[src/lcf_pkg.sv]
// ----------------------------------------------------------------------------
// lcf_pkg: shared definitions for the linear convolution FIR
// Widths, register indexes, the queue word type and the tap count clamp.
// ----------------------------------------------------------------------------
package lcf_pkg;

    localparam int TAPS        = 7;
    localparam int SAMPLE_W    = 16;
    localparam int COEF_W      = 16;
    localparam int PROD_W      = SAMPLE_W + COEF_W;
    localparam int PSUM_W      = PROD_W + 1;
    localparam int RESULT_W    = 35;
    localparam int TAP_CNT_W   = 3;
    localparam int TAPS_W      = $clog2(TAPS + 1);
    localparam int PAIRS       = (TAPS + 1) / 2;
    localparam int DLY_N       = (TAPS > 1) ? TAPS - 1 : 1;
    localparam int QUEUE_DEPTH = 4;
    localparam int QPTR_W      = $clog2(QUEUE_DEPTH);
    localparam int REG_IDX_W   = 3;
    localparam int APB_ADDR_W  = REG_IDX_W + 2;
    localparam int APB_DATA_W  = 32;

    // Register indexes (byte address is four times the index).
    localparam logic [REG_IDX_W-1:0] REG_TAP_COUNT = 3'd0;
    localparam logic [REG_IDX_W-1:0] REG_COEF_0    = 3'd1;

    localparam logic [TAP_CNT_W-1:0]        TAP_COUNT_RESET = 3'd1;
    localparam logic signed [COEF_W-1:0]    COEF_0_RESET    = 16'sd32767;

    typedef logic signed [COEF_W-1:0] t_coef_arr [TAPS];

    typedef struct packed {
        logic                       frame_end;
        logic signed [SAMPLE_W-1:0] sample;
    } t_item;

    typedef struct packed {
        logic  valid;
        t_item item;
    } t_head;

    // Number of taps actually used: zero counts as one, large values saturate.
    function automatic logic [TAPS_W-1:0] active_taps(input logic [TAP_CNT_W-1:0] tc);
        logic [TAPS_W-1:0] n;
        if (tc == '0) begin
            n = TAPS_W'(1);
        end else if (int'(tc) > TAPS) begin
            n = TAPS_W'(TAPS);
        end else begin
            n = TAPS_W'(tc);
        end
        return n;
    endfunction

endpackage

[src/lcf_front.sv]
// ----------------------------------------------------------------------------
// lcf_front: input queue of the linear convolution FIR
// Takes sample words from the input channel and holds them for the back end.
// ----------------------------------------------------------------------------
module lcf_front (
    input  logic                                i_clk,
    input  logic                                i_rst_n,
    input  logic                                i_valid,
    output logic                                o_stall,
    input  logic signed [lcf_pkg::SAMPLE_W-1:0] i_sample,
    input  logic                                i_frame_end,
    output lcf_pkg::t_head                      o_head,
    input  logic                                i_pop
);
    import lcf_pkg::*;

    t_item               r_mem [QUEUE_DEPTH];
    logic [QPTR_W-1:0]   r_wr_ptr;
    logic [QPTR_W-1:0]   r_rd_ptr;
    logic [QPTR_W:0]     r_count;
    logic [QPTR_W:0]     n_count;
    logic                push;
    logic                pop;

    assign o_stall = (r_count == (QPTR_W + 1)'(QUEUE_DEPTH));
    assign push    = i_valid && !o_stall;
    assign pop     = i_pop && (r_count != '0);

    assign o_head.valid = (r_count != '0);
    assign o_head.item  = r_mem[r_rd_ptr];

    always_comb begin
        n_count = r_count;
        if (push && !pop) begin
            n_count = r_count + (QPTR_W + 1)'(1);
        end else if (pop && !push) begin
            n_count = r_count - (QPTR_W + 1)'(1);
        end
    end

    always_ff @(posedge i_clk) begin
        if (!i_rst_n) begin
            r_wr_ptr <= '0;
            r_rd_ptr <= '0;
            r_count  <= '0;
        end else begin
            r_count <= n_count;
            if (push) begin
                r_wr_ptr <= r_wr_ptr + QPTR_W'(1);
            end
            if (pop) begin
                r_rd_ptr <= r_rd_ptr + QPTR_W'(1);
            end
        end
    end

    always_ff @(posedge i_clk) begin
        if (push) begin
            r_mem[r_wr_ptr] <= '{frame_end: i_frame_end, sample: i_sample};
        end
    end

endmodule

[config.mk]
export PLATFORM = sky130hd
export DESIGN_NAME = lcf_front
export DESIGN_NICKNAME = d
export VERILOG_FILES = /design/src/lcf_pkg.sv /design/src/lcf_front.sv
export SDC_FILE = /design/constraint.sdc
export NUM_CORES = 1
export LEC_CHECK = 0
export BUFFER_PORTS_ARGS = -buffer_cell sky130_fd_sc_hd__buf_4
export CAP_MARGIN = 20
export CORE_MARGIN = 2
export CORE_UTILIZATION = 55
export DETAILED_ROUTE_END_ITERATION = 8
export PLACE_DENSITY_LB_ADDON = 0.2
export SYNTH_ARGS = -nofsm -noshare
export SYNTH_HDL_FRONTEND = slang
export SYNTH_SLANG_ARGS = --single-unit
export TNS_END_PERCENT = 10
[constraint.sdc]
create_clock -name i_clk -period 5.3 [get_ports i_clk]
set_input_delay 0.795 -clock i_clk [delete_from_list [all_inputs] [get_ports i_clk]]
set_output_delay 0.795 -clock i_clk [all_outputs]
set_load 0.03 [all_outputs]
# --- Word level (Yosys, flattened, before mapping) ---
# Memories as Yosys holds them, arrays and structs flattened. A register that Yosys moved wholly into a read port is not among the register bits.
# Cells that the tools add are included.
totals:
  output_inout_bits: 19
  romBits: 0
  memories: 1
  wordCells: 24
  reg_bits: 7
  ramBits: 68
  input_bits: 21
  latchBits: 0
memory_table:
  columns: ["name", "depth", "word_bits", "rd", "rd_clocked_by_memory_dff", "write_ports", "line", "source"]
  rows:
  - ["r_mem", 4, 17, 1, 1, 1, "lcf_front.sv:17", "t_item r_mem [QUEUE_DEPTH];"]
op_classes:
  add_sub_neg: 4
  n_mux: 6
  n_lt_le_gt_ge: 0
  multipliers: 0
  n_shift: 0
  reduce_logical: 9
  eq_ne: 1
  div: 0
  n_bitwise: 0
op_table:
  columns: ["cell", "count"]
  rows:
  - ["3-bit 2-to-1 mux", 2]
  - ["2-bit by 1-bit adder with 2-bit output, second input constant", 2]
  - ["1-bit logical AND", 4]
  - ["2-bit 2-to-1 mux", 2]
  - ["3-bit by 1-bit adder with 3-bit output, second input constant", 1]
  - ["3-bit == test, second input constant", 1]
  - ["1-bit logical NOT", 3]
  - ["3-bit nonzero test", 1]
  - ["3-bit by 1-bit subtractor with 3-bit output, second input constant", 1]
  - ["1-bit 2-to-1 mux", 2]
  - ["2-bit nonzero test", 1]

# --- Depth between registers and ports, before layout ---
logic_depth:
  ltp_word: 7
  ltp_mapped: 9
  depth_no_buf: 8

# --- Worst setup path after synthesis ---
# No wires, ideal clock.
synth_timing:
  kind: "input port to flip-flop"
  from: "input port i_valid"
  to: "register r_count[2]"
  t_required_ns: 5.224
  t_arrival_ns: 2.218
  path_stages: 8
  setup_slack_ns: 3.007
  path_buffers: 1
  setup_time_ns: 0.076
  path_cell_list: "nor2b_1 -> buf_6 -> ha_1 -> inv_1 -> fa_1 -> xor2_1 -> or3_1 -> a21boi_0"
synth_via:
  elab_chain_len: 4
  word_cells_on_any_way: 6
  classes_between: "mux (1); reduce/logical (5)"
synth_lines:
  columns: ["element", "line", "source"]
  rows:
  - ["from (decl)", "lcf_front.sv:8", "input logic i_valid,"]
  - ["1-bit logical AND (*)", "lcf_front.sv:26", "assign push = i_valid && !o_stall;"]
  - ["via push", "lcf_front.sv:22", "logic push;"]
  - ["1-bit logical NOT", "lcf_front.sv:36", "end else if (pop && !push) begin"]
  - ["1-bit logical AND", "lcf_front.sv:36", null]
  - ["2-bit nonzero test (no source line)", null, null]
  - ["to (signal assigned)", "lcf_front.sv:47", "r_count <= n_count;"]
  - ["to (decl)", "lcf_front.sv:20", "logic [QPTR_W:0] r_count;"]
# Mark *: on every way through the listed nets, which the timed path passes. The rest lies on a longest branch.
# A chain may end at the register's enable or synchronous reset.

==> flow_summary.json <==
{
  "htree_levels": 3,
  "synth_warnings": 0,
  "ys_ff_latch": 77,
  "cp-end-kind": "output port",
  "cts-root-buf": "clkbuf_8",
  "ys_seq_area_share_pct": 74.87,
  "maxCapViolations": 0,
  "power_density_nw_per_um2": 506.1,
  "cts_tree": "done",
  "hpwl_um": 2903,
  "start_kind": "register",
  "r2r-start": "r_count[0]",
  "cts_buffers": 9,
  "path_cells": "mux4_2 > buf_4",
  "relSlewSlack_pct": 40.92,
  "leakage_uw": 0.001221,
  "final_max_slew_viol_count": 0,
  "drive_above_1_share_pct": 38.50,
  "crit_type": "register to output port",
  "syn2layout_area_growth_pct": 18.09,
  "nNetsFinal": 209,
  "syn_nets": 164,
  "die_h_um": 77.46,
  "drt_iter0_markers": 52,
  "hold_viol": 0,
  "io_pins": 40,
  "placed_cells": 241,
  "cp_num_buf_inv": 1,
  "grt_pass1_vias": 1529,
  "crit_fanout": 17,
  "seq_area_sq_um": 2222,
  "synth_cell_types": 23,
  "crit_path_end": "o_head[6]",
  "grt_pass1_wl_um": 7389,
  "gr-total-overflow": 0,
  "gp_congestion": 0.7006,
  "final.setup.tns_ns": 0,
  "coreArea_sq_um": 5172,
  "crit_required_ns": 4.51,
  "tightest_slew_ns": 0.8862,
  "finalCritPeriodShare_pct": 49.91,
  "skew_ns": 0.007992,
  "setup_viol": 0,
  "arrival_ns": 1.85,
  "status": "completed",
  "multi_input_area_sq_um": 678.2,
  "ant_nets": 0,
  "syn_inst": 137,
  "reg2reg_depth": 8,
  "viasPerCell": 5.393,
  "holdBufCountCts": 0,
  "vias": 1386,
  "crit_slowest_cell": "dfxtp_1",
  "final_cell_count_no_fill": 257,
  "post_cts_buffers": 0,
  "port_buffers": 39,
  "num-fill-cells": 341,
  "rsz0062_at_grt": "no",
  "die-area_sq_um": 6000,
  "insertion_delay_ns": 0.34,
  "r2r-end": "r_count[2]",
  "routed_wirelength_um": 4548,
  "antenna_found_initial": 0,
  "diodes": 0,
  "hold_path.class": "register to register",
  "clk_pin_slew_ns": 0.07,
  "cts_sinks": 77,
  "crit_family": "flip-flops",
  "reg2reg_slack_ns": 2.80,
  "clock_path_buffers": 2,
  "fmax_mhz": 378.1,
  "grt_usage_pct": 17.04,
  "ctsResizeCount": 0,
  "crit_cells": 2,
  "period_needed_ns": 2.645,
  "netlist_area_sq_um": 2968,
  "drcViolationCount": 0,
  "row_count": 26,
  "wl_per_cell_um": 17.70,
  "initial_utilization_pct": 57.38,
  "grt_max_degree": 18,
  "syn_area_per_cell_sq_um": 21.66,
  "die_w_um": 77.46,
  "ir_drop_v": 0.0002852,
  "slowest_delay_ns": 0.90,
  "drt_pre_antenna_iters": 4
}
-- cell type report --
class                   count  area share (%)
clock inverters             6           2.213
flip-flops and latches     77           63.41
multi-input cells          51           19.35
clock buffers              10           3.642
well taps                  70           2.499
repair buffers             40           8.568
inverters                   3          0.3213
-- worst min path at each step --
stage | from | end | slack, ns | depth (start not counted)
4_1_cts | r_wr_ptr[1] | r_wr_ptr[1] | 0.51 | 2
3_5_place_dp | r_wr_ptr[1] | r_wr_ptr[1] | 0.50 | 2
6_report | r_wr_ptr[1] | r_wr_ptr[1] | 0.50 | 2
3_3_place_gp | r_wr_ptr[0] | r_wr_ptr[0] | 0.48 | 2
5_1_grt | r_wr_ptr[0] | r_wr_ptr[0] | 0.56 | 2
2_1_floorplan | r_wr_ptr[1] | r_wr_ptr[1] | 0.47 | 2
-- per-layer routing --
metal | track usage [%] | up-vias | wire length [um]
met4 | 9.464 | 0 | 122
met1 | 20.08 | 707 | 1857
met2 | 28.00 | 34 | 2388
li1 | - | 635 | -
met3 | 5.233 | 10 | 179
met5 | 0 | - | 0
-- flip-flops by register name (all words and copies together), names as in the netlist, named ones only --
signal	cells
r_rd_ptr	2
r_mem	68
r_wr_ptr	2
r_count	3
-- cells by family after synthesis --
kind of cell             count (synthesis)  synth area share (%)
flip-flops                              77                 74.87
multiplexers                            20                 14.04
AND/OR/NAND/NOR                         17                 3.457
buffers and inverters                    9                 2.276
adder cells (fa/ha/maj)                  6                 2.782
AO/OA/AOI/OAI                            4                 1.391
XOR/XNOR                                 4                 1.181
-- cells in the mapped netlist, drive strengths merged --
library cell   n  share of area, %
buf            5               1.8
ha             5               2.1
fa             1              0.67
nor3b          1              0.42
and2           8               1.7
mux2i          3               1.0
clkbuf         1              0.13
o21ai          1              0.17
inv            3              0.38
or3            2              0.42
dfxtp          9               6.1
o311ai         1              0.55
edfxtp        68                69
xor2           1              0.30
o31ai          1              0.42
a21boi         1              0.25
nand2          4              0.51
nor2b          2              0.42
mux4          17                13
xnor2          3              0.89
-- worst reg2reg max path, delay by kind of cell (launching register included) --
kind	cells	cell delay [ns]
compound gates	1	0.16
xor+xnor	1	0.16
fa+ha+maj	2	0.67
buf+inv	1	0.06
flops	1	0.51
simple gates	3	0.88
-- report_power, final --
part	total (uW)	leakage [uW]	internal, uW	switching, uW
logic	536	0.000419	242	294
clock network	453	0.000105	260	192
registers	785	0.000697	741	44.2
-- per-stage QoR --
stage               power (uW)  setup slack, ns  hold slack, ns  instance area (sq um)  utilization, %
global route              1856            2.536          0.5600                   3505           67.76
finish                    1774            2.655          0.5040                   3505           67.76
CTS                       1795            2.633          0.5054                   3505           67.76
floorplan                 1190            3.007          0.4677                   2968               -
detailed placement        1343            2.529          0.4960                   3299           63.79
global placement          1327            2.732          0.4812                   3299           63.79
-- placed cells by master, fill, tap and decap left out --
cell	Yosys	final
dfxtp_1	9	9
clkinv_1	0	2
mux2i_1	3	3
nor2b_1	2	2
clkinv_2	0	2
xor2_1	1	1
fa_1	1	1
o31ai_2	1	1
buf_4	0	40
clkbuf_1	1	1
nand2_1	4	4
ha_1	5	5
and2_1	8	8
or3_1	2	2
nor3b_2	1	1
mux4_2	16	16
inv_1	3	3
clkbuf_8	0	9
a21boi_0	1	1
xnor2_1	3	3
o21ai_0	1	1
mux4_1	1	1
o311ai_2	1	1
bufinv_16	0	2
edfxtp_1	68	68
Power figures use the tool's default switching activity.
